`src/rtl/pvse_pkg.sv`:
```
// shared types, constants and the sample-to-setting map of the pulse/volume encoder
`default_nettype none

package pvse_pkg;

  localparam int unsigned SampleW = 8;
  localparam int unsigned PulseW  = 4;
  localparam int unsigned VolW    = 3;

  localparam logic [7:0] MidLow   = 8'd127;
  localparam logic [7:0] MidHigh  = 8'd128;
  localparam logic [7:0] ThrUp    = 8'd16;
  localparam logic [7:0] ThrDown  = 8'd240;
  localparam logic [3:0] PulseMin = 4'd0;
  localparam logic [3:0] PulseMax = 4'd15;
  localparam logic [2:0] VolMax   = 3'd7;

  typedef struct packed {
    logic [PulseW-1:0] pulse;
    logic [VolW-1:0]   vol;
  } cfg_t;

  typedef struct packed {
    logic valid;
    cfg_t cfg;
  } stage_t;

  function automatic cfg_t mk(input logic [3:0] p, input logic [2:0] v);
    cfg_t c;
    c.pulse = p;
    c.vol   = v;
    return c;
  endfunction

  // ranges in table order; the ranges do not overlap, so 210 and 211 fall in 208 to 211 only
  function automatic cfg_t map_sample(input logic [SampleW-1:0] s);
    cfg_t c;
    unique case (s) inside
      [8'd0:8'd14]:    c = mk(4'd0, 3'd7);
      [8'd15:8'd17]:   c = mk(4'd0, 3'd6);
      [8'd18:8'd30]:   c = mk(4'd1, 3'd7);
      [8'd31:8'd35]:   c = mk(4'd1, 3'd6);
      [8'd36:8'd44]:   c = mk(4'd2, 3'd7);
      [8'd45:8'd46]:   c = mk(4'd1, 3'd5);
      [8'd47:8'd53]:   c = mk(4'd2, 3'd6);
      [8'd54:8'd57]:   c = mk(4'd3, 3'd7);
      [8'd58:8'd62]:   c = mk(4'd2, 3'd5);
      [8'd63:8'd69]:   c = mk(4'd3, 3'd6);
      [8'd70:8'd71]:   c = mk(4'd2, 3'd4);
      [8'd72:8'd78]:   c = mk(4'd3, 3'd5);
      [8'd79:8'd80]:   c = mk(4'd4, 3'd6);
      [8'd81:8'd85]:   c = mk(4'd3, 3'd4);
      [8'd86:8'd89]:   c = mk(4'd4, 3'd5);
      [8'd90:8'd91]:   c = mk(4'd5, 3'd7);
      [8'd92:8'd94]:   c = mk(4'd4, 3'd4);
      [8'd95:8'd98]:   c = mk(4'd5, 3'd6);
      [8'd99:8'd103]:  c = mk(4'd5, 3'd5);
      [8'd104:8'd105]: c = mk(4'd5, 3'd4);
      [8'd106:8'd107]: c = mk(4'd4, 3'd2);
      [8'd108:8'd110]: c = mk(4'd6, 3'd7);
      [8'd111:8'd112]: c = mk(4'd6, 3'd6);
      [8'd113:8'd114]: c = mk(4'd6, 3'd5);
      [8'd115:8'd116]: c = mk(4'd6, 3'd4);
      [8'd117:8'd119]: c = mk(4'd6, 3'd3);
      [8'd120:8'd121]: c = mk(4'd6, 3'd2);
      [8'd122:8'd123]: c = mk(4'd6, 3'd1);
      [8'd124:8'd126]: c = mk(4'd6, 3'd0);
      [8'd127:8'd127]: c = mk(4'd7, 3'd0);
      [8'd128:8'd128]: c = mk(4'd8, 3'd0);
      [8'd129:8'd130]: c = mk(4'd9, 3'd0);
      [8'd131:8'd132]: c = mk(4'd9, 3'd1);
      [8'd133:8'd134]: c = mk(4'd9, 3'd2);
      [8'd135:8'd137]: c = mk(4'd9, 3'd3);
      [8'd138:8'd139]: c = mk(4'd9, 3'd4);
      [8'd140:8'd141]: c = mk(4'd9, 3'd5);
      [8'd142:8'd143]: c = mk(4'd9, 3'd6);
      [8'd144:8'd146]: c = mk(4'd9, 3'd7);
      [8'd147:8'd148]: c = mk(4'd11, 3'd2);
      [8'd149:8'd150]: c = mk(4'd10, 3'd4);
      [8'd151:8'd155]: c = mk(4'd10, 3'd5);
      [8'd156:8'd159]: c = mk(4'd10, 3'd6);
      [8'd160:8'd162]: c = mk(4'd11, 3'd4);
      [8'd163:8'd164]: c = mk(4'd10, 3'd7);
      [8'd165:8'd168]: c = mk(4'd11, 3'd5);
      [8'd169:8'd173]: c = mk(4'd12, 3'd4);
      [8'd174:8'd175]: c = mk(4'd11, 3'd6);
      [8'd176:8'd182]: c = mk(4'd12, 3'd5);
      [8'd183:8'd184]: c = mk(4'd13, 3'd4);
      [8'd185:8'd191]: c = mk(4'd12, 3'd6);
      [8'd192:8'd196]: c = mk(4'd13, 3'd5);
      [8'd197:8'd200]: c = mk(4'd12, 3'd7);
      [8'd201:8'd207]: c = mk(4'd13, 3'd6);
      [8'd208:8'd211]: c = mk(4'd14, 3'd5);
      [8'd212:8'd218]: c = mk(4'd13, 3'd7);
      [8'd219:8'd223]: c = mk(4'd14, 3'd6);
      [8'd224:8'd236]: c = mk(4'd14, 3'd7);
      [8'd237:8'd239]: c = mk(4'd15, 3'd6);
      default:         c = mk(4'd15, 3'd7);
    endcase
    return c;
  endfunction

endpackage

`default_nettype wire

```
`src/rtl/pvse_map_stage.sv`:
```
// input stage: registers the pulse/volume setting looked up from each sample
`default_nettype none

module pvse_map_stage
  import pvse_pkg::*;
(
  input  wire logic               clk,
  input  wire logic               rst_n,
  input  wire logic               in_valid,
  output logic                    in_ready,
  input  wire logic [SampleW-1:0] in_sample,
  output stage_t                  s1,
  input  wire logic               s1_take
);

  logic valid_r;
  cfg_t cfg_r;

  assign in_ready = !valid_r || s1_take;
  assign s1.valid = valid_r;
  assign s1.cfg   = cfg_r;

  always_ff @(posedge clk) begin
    if (!rst_n) begin
      valid_r <= 1'b0;
    end else if (in_ready) begin
      valid_r <= in_valid;
    end
  end

  always_ff @(posedge clk) begin
    if (in_valid && in_ready) begin
      cfg_r <= map_sample(in_sample);
    end
  end

endmodule

`default_nettype wire

```
`src/rtl/pvse_flag_stage.sv`:
```
// result stage: transition check, midpoint chain and the output register
`default_nettype none

module pvse_flag_stage
  import pvse_pkg::*;
(
  input  wire logic              clk,
  input  wire logic              rst_n,
  input  wire stage_t            s1,
  output logic                   s1_take,
  output logic                   out_valid,
  input  wire logic              out_ready,
  output logic [PulseW-1:0]      out_pulse_level,
  output logic                   out_volume_first,
  output logic [VolW-1:0]        out_master_volume
);

  function automatic logic [7:0] mid_pt(input logic hi, input logic [3:0] p,
                                        input logic [2:0] v);
    logic [7:0] base;
    base = hi ? MidHigh : MidLow;
    if (v == VolMax && p == PulseMin) return base - MidLow;
    else if (v == VolMax && p == PulseMax) return base + MidLow;
    else return base;
  endfunction

  function automatic logic [1:0] pick(input logic [7:0] c, input logic [7:0] p,
                                      input logic [7:0] th);
    if (c < p) return (c <= th) ? 2'd0 : 2'd2;
    else return (p <= th) ? 2'd1 : 2'd3;
  endfunction

  function automatic logic [1:0] outside(input logic [7:0] c, input logic [7:0] p,
                                         input logic [7:0] l, input logic [7:0] r);
    if (c > l) return (p > l) ? pick(c, p, l + ThrUp) : 2'd1;
    else if (c > r) return (p > r) ? pick(c, p, r + ThrDown) : 2'd1;
    else return 2'd0;
  endfunction

  function automatic logic [1:0] window(input logic [7:0] c, input logic [7:0] p,
                                        input logic [7:0] l, input logic [7:0] r);
    if (c <= l && c >= r) return 2'd0;
    else if (p <= l && p >= r) return 2'd1;
    else return outside(c, p, l, r);
  endfunction

  cfg_t prev_r;
  logic started_r;
  logic out_valid_r;
  cfg_t out_cfg_r;
  logic out_vf_r;

  logic       trans_ok;
  logic       hi;
  logic [7:0] c8, ct, p8, pt;
  logic [1:0] chain;
  logic       vf_nxt;

  always_comb begin
    if (prev_r.pulse == s1.cfg.pulse || prev_r.vol == s1.cfg.vol) begin
      trans_ok = 1'b1;
    end else if (s1.cfg.pulse[3] && prev_r.pulse[3]) begin
      trans_ok = (s1.cfg.pulse > prev_r.pulse) == (s1.cfg.vol > prev_r.vol);
    end else if (!s1.cfg.pulse[3] && !prev_r.pulse[3]) begin
      trans_ok = (s1.cfg.pulse > prev_r.pulse) != (s1.cfg.vol > prev_r.vol);
    end else begin
      trans_ok = s1.cfg.vol > prev_r.vol;
    end
  end

  // all four points use the midpoint picked by the new pulse
  assign hi = s1.cfg.pulse[3];
  assign c8 = mid_pt(hi, s1.cfg.pulse, s1.cfg.vol);
  assign ct = mid_pt(hi, s1.cfg.pulse, prev_r.vol);
  assign p8 = mid_pt(hi, prev_r.pulse, prev_r.vol);
  assign pt = mid_pt(hi, prev_r.pulse, s1.cfg.vol);

  assign chain  = (c8 > p8) ? window(ct, pt, c8, p8) : window(ct, pt, p8, c8);
  assign vf_nxt = started_r && !trans_ok && chain[0];

  assign s1_take           = !out_valid_r || out_ready;
  assign out_valid         = out_valid_r;
  assign out_pulse_level   = out_cfg_r.pulse;
  assign out_volume_first  = out_vf_r;
  assign out_master_volume = out_cfg_r.vol;

  always_ff @(posedge clk) begin
    if (!rst_n) begin
      out_valid_r <= 1'b0;
      started_r   <= 1'b0;
      prev_r      <= '0;
    end else if (s1_take) begin
      out_valid_r <= s1.valid;
      if (s1.valid) begin
        started_r <= 1'b1;
        prev_r    <= s1.cfg;
      end
    end
  end

  always_ff @(posedge clk) begin
    if (s1.valid && s1_take) begin
      out_cfg_r <= s1.cfg;
      out_vf_r  <= vf_nxt;
    end
  end

endmodule

`default_nettype wire

```
`src/rtl/pulse_volume_sample_encoder.sv`:
```
// Pulse/volume sample encoder: each 8-bit sample becomes a 4-bit pulse level, a 3-bit
// master volume and a volume-first flag. One sample is taken per cycle while in_ready
// is high; each result passes the lookup register, then the flag and output register.
// in_ready follows out_ready combinationally when both stages hold a beat, so a stalled
// output holds at most two samples inside the block.
`default_nettype none

module pulse_volume_sample_encoder
  import pvse_pkg::*;
(
  input  wire logic               clk,
  input  wire logic               rst_n,
  input  wire logic               in_valid,
  output logic                    in_ready,
  input  wire logic [SampleW-1:0] in_sample,
  output logic                    out_valid,
  input  wire logic               out_ready,
  output logic [PulseW-1:0]       out_pulse_level,
  output logic                    out_volume_first,
  output logic [VolW-1:0]         out_master_volume
);

  stage_t s1;
  logic   s1_take;

  pvse_map_stage u_map (
    .clk       (clk),
    .rst_n     (rst_n),
    .in_valid  (in_valid),
    .in_ready  (in_ready),
    .in_sample (in_sample),
    .s1        (s1),
    .s1_take   (s1_take)
  );

  pvse_flag_stage u_flag (
    .clk               (clk),
    .rst_n             (rst_n),
    .s1                (s1),
    .s1_take           (s1_take),
    .out_valid         (out_valid),
    .out_ready         (out_ready),
    .out_pulse_level   (out_pulse_level),
    .out_volume_first  (out_volume_first),
    .out_master_volume (out_master_volume)
  );

endmodule

`default_nettype wire

```
`config.mk`:
```
export PLATFORM = sky130hd
export DESIGN_NAME = pulse_volume_sample_encoder
export DESIGN_NICKNAME = d
export VERILOG_FILES = /design/src/rtl/pvse_pkg.sv /design/src/rtl/pvse_map_stage.sv /design/src/rtl/pvse_flag_stage.sv /design/src/rtl/pulse_volume_sample_encoder.sv
export SDC_FILE = /design/constraint.sdc
export NUM_CORES = 1
export LEC_CHECK = 0
export ABC_AREA = 1
export BUFFER_PORTS_ARGS = -buffer_cell sky130_fd_sc_hd__buf_2
export CAP_MARGIN = 10
export CORE_AREA = 4 4 111 113
export DETAILED_ROUTE_END_ITERATION = 6
export DIE_AREA = 0 0 115 117
export GPL_ROUTABILITY_DRIVEN = 0
export HOLD_SLACK_MARGIN = 0.08
export MAX_ROUTING_LAYER = met4
export PLACE_DENSITY = 0.57
export SKIP_LAST_GASP = 1
export SYNTH_ARGS = -nofsm -noshare
export SYNTH_HDL_FRONTEND = slang
export SYNTH_HIERARCHICAL = 1
export SYNTH_SLANG_ARGS = --single-unit
```
`constraint.sdc`:
```
create_clock -name clk -period 2.62 [get_ports clk]
set_input_delay 0.131 -clock clk [delete_from_list [all_inputs] [get_ports clk]]
set_output_delay 0.131 -clock clk [all_outputs]
set_load 0.03 [all_outputs]
```
==> Word level (Yosys, flattened, before mapping) <==
Cells that the tools add are included.
W data, S select, Z words.
{ "totals": {"regBits": 25, "out_inout_bits": 10, "word_cells": 272} }
{ "classes": {"addsub": 2, "order_cmp": 134, "n_eq_ne": 8, "n_mux": 30, "reduce_logical": 88} }
{ "ops": {"columns": ["op", "n"], "rows": [
  ["$pmux W7 S59", 1],
  ["$ge A8 B8 Y1 const B", 29],
  ["$le A8 B8 Y1 const B", 29],
  ["$le A8 B7 Y1 const B", 21],
  ["$ge A8 B7 Y1 const B", 20],
  ["$logic_and A1 B1 Y1", 77],
  ["$mux W8", 9],
  ["$ge A8 B6 Y1 const B", 6],
  ["$le A8 B6 Y1 const B", 6],
  ["$gt A8 B8 Y1", 5],
  ["$ge A8 B8 Y1", 4],
  ["$le A8 B8 Y1", 4],
  ["$mux W1", 20],
  ["$ge A8 B5 Y1 const B", 2],
  ["$le A8 B5 Y1 const B", 2],
  ["$add A8 B7 Y8 const B", 1],
  ["$eq A4 B4 Y1 const B", 2],
  ["$ge A8 B1 Y1 const B", 1],
  ["$ge A8 B4 Y1 const B", 1],
  ["$le A8 B4 Y1 const B", 1],
  ["$logic_not A4 Y1", 2],
  ["$lt A8 B8 Y1", 1],
  ["$sub A8 B7 Y8 const B", 1],
  ["$eq A3 B3 Y1 const B", 2],
  ["9 further kinds", 15]
]} }

==> Longest topological paths before layout <==
{ "depth": {"ltp_word": 13, "depth_mapped": 19, "ltp_nobuf": 19} }

==> Modules after synthesis <==
The synthesis kept the hierarchy.
{ "by_module_without_submodules": {"columns": ["mod", "n_inst", "cells_each", "area_per_inst_um2"], "rows": [
  ["pvse_map_stage", 1, 362, 1781.7],
  ["pvse_flag_stage", 1, 207, 1586.5]
]} }

==> Worst setup path after synthesis <==
No wires, ideal clock.
{ "synth_timing": {"path_type": "register -> register", "startpoint": "register u_map.cfg_r, in the netlist u_map/s1[6]", "endpoint": "register u_flag.out_vf_r (netlist: u_flag/out_volume_first), data pin", "setup_ns": 0.255, "arrival_time_ns": 2.466, "required_ns": 2.365, "slack_ns": -0.100, "path_stages_with_launch": 17, "cell_sequence": "edfxtp_1 > inv_1 > nor3_1 > nand2_1 > ha_1 > nor2_1 > inv_1 > ha_1 > a21oi_1 > inv_1 > a21oi_1 > o21bai_4 > inv_1 > nand3_1 > nand3_1 > a21oi_1 > nor2_1"} }
{ "synth_between": {"elab_chain_cells": 13, "word_cells_on_any_way": 66, "cone_classes": "add/sub: 2; order compare: 15; eq/ne: 4; mux: 29; reduce/logical: 16"} }
{ "synth_lines": {"columns": ["element", "line", "rtl"], "rows": [
  ["start: declaration", "pvse_map_stage.sv:17", "cfg_t cfg_r;"],
  ["start signal: assignment", "pvse_map_stage.sv:33", "cfg_r <= map_sample(in_sample);"],
  ["$mux W8 / $eq A4 B4 Y1 (equally long branches)", "pvse_flag_stage.sv:21, pvse_flag_stage.sv:23", null],
  ["$add A8 B7 Y8 / $logic_and A1 B1 Y1 (equally long branches)", "pvse_flag_stage.sv:23", "else if (v == VolMax && p == PulseMax) return base + MidLow;"],
  ["$mux W8", "pvse_flag_stage.sv:23", null],
  ["$mux W8", "pvse_flag_stage.sv:22", "if (v == VolMax && p == PulseMin) return base - MidLow;"],
  ["$lt A8 B8 Y1", "pvse_flag_stage.sv:29", "if (c < p) return (c <= th) ? 2'd0 : 2'd2;"],
  ["$mux W1", "pvse_flag_stage.sv:29", null],
  ["$mux W1", "pvse_flag_stage.sv:35, pvse_flag_stage.sv:36", null],
  ["$mux W1", "pvse_flag_stage.sv:36", "else if (c > r) return (p > r) ? pick(c, p, r + ThrDown) : 2'd1;"],
  ["$mux W1", "pvse_flag_stage.sv:35", "if (c > l) return (p > l) ? pick(c, p, l + ThrUp) : 2'd1;"],
  ["$mux W1", "pvse_flag_stage.sv:43", "else if (p <= l && p >= r) return 2'd1;"],
  ["$mux W1", "pvse_flag_stage.sv:42", "if (c <= l && c >= r) return 2'd0;"],
  ["$mux W1", "pvse_flag_stage.sv:78", "assign chain = (c8 > p8) ? window(ct, pt, c8, p8) : window(ct, pt, p8, c8);"],
  ["$logic_and A1 B1 Y1 (*)", "pvse_flag_stage.sv:79", "assign vf_nxt = started_r && !trans_ok && chain[0];"],
  ["via u_flag.vf_nxt", "pvse_flag_stage.sv:57", "logic vf_nxt;"],
  ["end signal: assignment", "pvse_flag_stage.sv:104", "out_vf_r <= vf_nxt;"],
  ["end: declaration", "pvse_flag_stage.sv:51", "logic out_vf_r;"]
]} }
Mark *: on every way through the listed nets, which the timed path passes. The rest lies on a longest branch.
A chain may end at the register's enable or synchronous reset.

==> Final worst setup path <==
{ "layout_timing": {"startpoint": "register u_flag/prev_r[3] in the netlist's numbering", "endpoint": "register u_flag.out_vf_r (netlist: u_flag/out_volume_first), data pin"} }
{ "layout_between": {"elab_chain_cells": 13, "word_cells_on_any_way": 53, "cone_classes": "order compare: 12; eq/ne: 4; mux: 24; reduce/logical: 13"} }
{ "layout_lines": {"columns": ["element", "line", "rtl"], "rows": [
  ["start: declaration", "pvse_flag_stage.sv:47", "cfg_t prev_r;"],
  ["start signal: assignment", "pvse_flag_stage.sv:96", "prev_r <= s1.cfg;"],
  ["$eq A4 B4 Y1", "pvse_flag_stage.sv:23", null],
  ["$logic_and A1 B1 Y1", "pvse_flag_stage.sv:23", null],
  ["$mux W8", "pvse_flag_stage.sv:23", null],
  ["$mux W8", "pvse_flag_stage.sv:22", null],
  ["$lt A8 B8 Y1", "pvse_flag_stage.sv:29", null],
  ["$mux W1", "pvse_flag_stage.sv:29", null],
  ["$mux W1", "pvse_flag_stage.sv:35, pvse_flag_stage.sv:36", null],
  ["$mux W1", "pvse_flag_stage.sv:36", null],
  ["$mux W1", "pvse_flag_stage.sv:35", null],
  ["$mux W1", "pvse_flag_stage.sv:43", null],
  ["$mux W1", "pvse_flag_stage.sv:42", null],
  ["$mux W1", "pvse_flag_stage.sv:78", null],
  ["$logic_and A1 B1 Y1 (*)", "pvse_flag_stage.sv:79", null],
  ["via u_flag.vf_nxt", "pvse_flag_stage.sv:57", null]
]} }
Marked as above.

==> results.md <==
* Status: completed
* Dominant synthesized flop cell: edfxtp_1
* Synth Area per Inst at 5.92 sq um
* Area Overhead vs Synth at 22.1%
* Worst Reg-to-Reg Cells at 16
* R2R Setup Slk at just over 0.05 ns
* Largest net degree at the start of global routing at 16
* Ys Warns at 6
* Met1 Use GR at between 10% and 20%
* Ports at 22
* Clock share of power at 23.1%
* Synth area leaders: nand2_1 (17%), edfxtp_1 (13%), ha_1 (13%), nor2_1 (11%), inv_1 (7.5%)
* Switching part of the total power at around two fifths
* Hold Vio Cnt, Final at 0
* CTS tree: yes
* Synth Net Count at 615
* CP Max Fanout at 3
* Clk_lat worst skew at around 0.26 ns
* Hold-fix buffers, CTS at 0
* CP required at around 2.6 ns
* CP top delay family: simple AND/OR/NAND/NOR gates
* Hold Path Depth at 3
* Top cells by count, synth: nand2_1 (157), nor2_1 (98), inv_1 (67)
* Final setup viols at 0
* Leak pwr at about 0.0020 uW
* Fin crit period at about 2.6 ns
* Die Area at about 13000 sq um
* Combinational share of power at 45.9%
* Slew margin rel. at between 50 and 60%
* Mapped Cells at 569
* Clk_skew at around 0.0058 ns
* GRT met2 Usage at 25.4%
* Total wire length at around 10000 um
* Post-DP HPWL at around 8000 um
* Number of antenna repair diodes at 0
* Max incr delay on CP at 0.33 ns
* Critical-path top delay cell: dfxtp_2
* Int Power at around 900 uW
* Distinct cell type count after synthesis at 31
* Maxcap violations at 0
* First DRT Iteration DRCs at 279
* Nature of the critical path startpoint: flip-flop
* Input/output buffers at 21
* Total gr overflow at 0
* Seq/Total Area, Yosys at 19.3%
* Final #Nets at between 600 and 700
* Num CTS Buffers at 3
* Initial antenna violation count at 0
* Initial Utilization at 29.8%
* Die Ht at about 120 um
* Setup crit end kind: flip-flop
* Final period util at 98.0%
* Crit path cell chain: nand2_2 -> nor3_4 -> nand2_1 -> ha_1 -> o21bai_4 -> nand2_2 -> inv_2 -> ha_2 -> o21bai_1 -> a21oi_2 -> nor2_1 -> nand3_2 -> nand2_1 -> nand3_2 -> a21oi_2 -> nor2_1
* FF-to-FF Start: u_flag/prev_r[3]
* DRC violations left at 0
* Crit Path Class: reg2reg
* Setup ws final at 0.0516 ns
* Worst hold path type: in2reg
* H-tree depth at 1
* Synth area leader: nand2_1
* Power density over cell area at between 300 and 400 nW/um^2
* Via count at roughly 3900
* Most common cell in the netlist: nand2_1
* Met3 usage at approximately 1.5%
* Gr busiest metal: met2
* Clock transition at path regs at about 0.070 ns
* Max Transition Viols Final at 0
* Die Span X at around 120 um
* TNS Setup at 0 ns
* Buffer depth of the longest clock path at 2
* Via density per instance at 5.14
* Post-synth top area share at roughly 17%
* Vias in the first global route at 3732
* Hold path start: in_valid
* Wire length per cell at approximately 14 um
* RSZ-0062 raised after global routing: yes
* Clock sinks at 25
* WP data arrival at 2.58 ns
* Net switching power at around 600 uW
* FP Rows at 39
* All-layer global routing usage at 15.7%
* Clock Tree Root: clkbuf_16
* Dpl ws at -0.0423 ns
* Post-route ant nets at 0
* Top achievable clock speed at 389 MHz
* Fraction of registers with async set/reset at 0%
* First-pass DRT Iterations at 7
* Netlist Area Pre-Place at between 3000 and 4000 sq um
* Flop pwr share at between 30 and 40%
* # placed instances at about 740
* Max VDD drop at 0.000266 V
* Yosys reg bits at 25
* Hold endpoint: u_map/valid_r
* Fin util at ~36%
* Layout cells sized above 1 at between 20% and 30%
* Post-Layout Cell Count at between 700 and 800
* Worst-margin pin slew at approximately 0.63 ns
* CORE AREA at between 10000 and 15000 sq um
* First-pass GRT wire length at ~17000 um
* RR Endpoint: u_flag/out_volume_first
* Crit path buf inv count at 1
* EDFF count, synth at 15
-- how the worst max path moves through the flow --
stage,startpoint,to,slack (ns),cells past startpoint
after global routing,u_map/s1[6],u_flag/out_volume_first,-0.09,16
after detailed placement,u_flag/prev_r[4],u_flag/out_volume_first,-0.04,15
final,u_flag/prev_r[3],u_flag/out_volume_first,0.05,16
after floorplan,u_map/s1[6],u_flag/out_volume_first,0.0007,16
after CTS,u_flag/prev_r[4],u_flag/out_volume_first,0.01,15
after global placement,u_flag/prev_r[4],u_flag/out_volume_first,0.03,15
-- final cells by class --
class | count | area (sq um)
fill | 1235 | 7210
multi-input combinational | 457 | 2630
sequential | 25 | 654
inverter | 76 | 288
timing repair buffer | 44 | 285
tap | 143 | 179
clock buffer | 3 | 75.1
clock inverter | 1 | 6.26
-- through the flow --
step / area [sq um] / power [uW] / hold slack [ns]
after global routing: 4110 / 1600 / 0.186
final: 4110 / 1480 / 0.150
after CTS: 3820 / 1390 / 0.151
after global placement: 3730 / 1040 / 0.407
after floorplan: 3370 / 887 / 0.263
after detailed placement: 3730 / 1040 / 0.428
-- kinds of logic (layout without fill, tap and decap cells) --
group / count (synthesis) / in the layout / share of synthesized area [%]
and+or+nand+nor: 352 / 352 / 45.7
AOI/OAI and AO/OA: 71 / 71 / 11.9
buffers and inverters: 87 / 124 / 10.5
DFF: 25 / 25 / 19.3
adders and majority gates: 34 / 34 / 12.6
-- power groups by stage --
stage / sequential, uW / clock [uW] / combinational (uW)
CTS: 458 / 351 / 582
detailed placement: 467 / 0 / 578
floorplan: 484 / 0 / 402
global placement: 466 / 0 / 572
finish: 459 / 343 / 681
global route: 462 / 371 / 766
-- layer usage --
metal  vias up  share of wire, %
met4         0               3.7
met2       162                47
met5         -                 0
met3        42               6.1
li1       1933                 -
met1      1714                43
-- tightest hold or removal path, delay by kind of cell --
| kind | cells | cell delay (ns) |
|---|---|---|
| AO/OA/AOI/OAI | 1 | 0.08 |
| buffers and inverters | 2 | 0.15 |
-- registers in the layout, summed over array words and instances, names as in the netlist --
register / count
u_flag/prev_r: 7
u_map/s1: 7
u_flag/out_pulse_level: 4
u_flag/out_master_volume: 3
u_flag/out_valid: 1
u_flag/out_volume_first: 1
u_flag/started_r: 1
u_map/valid_r: 1
-- timing repair --
item / in CTS / in global routing
pin swaps: 0 / 35
setup buffers: 0 / 4
cloned: 0 / 0
endpoints found under the setup margin: 1 / 1
gates resized for setup: 2 / 60
-- layout by cell type, fill, tap and decap left out, types with 3 or more instances in the layout --
master       n
nand2_1    151
nor2_1      88
inv_1       60
nand3_1     28
nand4_1     27
a21oi_1     25
o21ai_0     24
ha_1        24
buf_2       21
buf_4       21
nor2_2      19
nand2_2     15
edfxtp_1    15
inv_2       13
ha_4         8
nand3_2      7
nor2_4       7
a21oi_2      7
dfxtp_1      7
o21ai_1      5
nor3_1       4
clkbuf_16    3
o21bai_4     3
dfxtp_2      3
No activity file was read; power rests on OpenSTA's default activity.
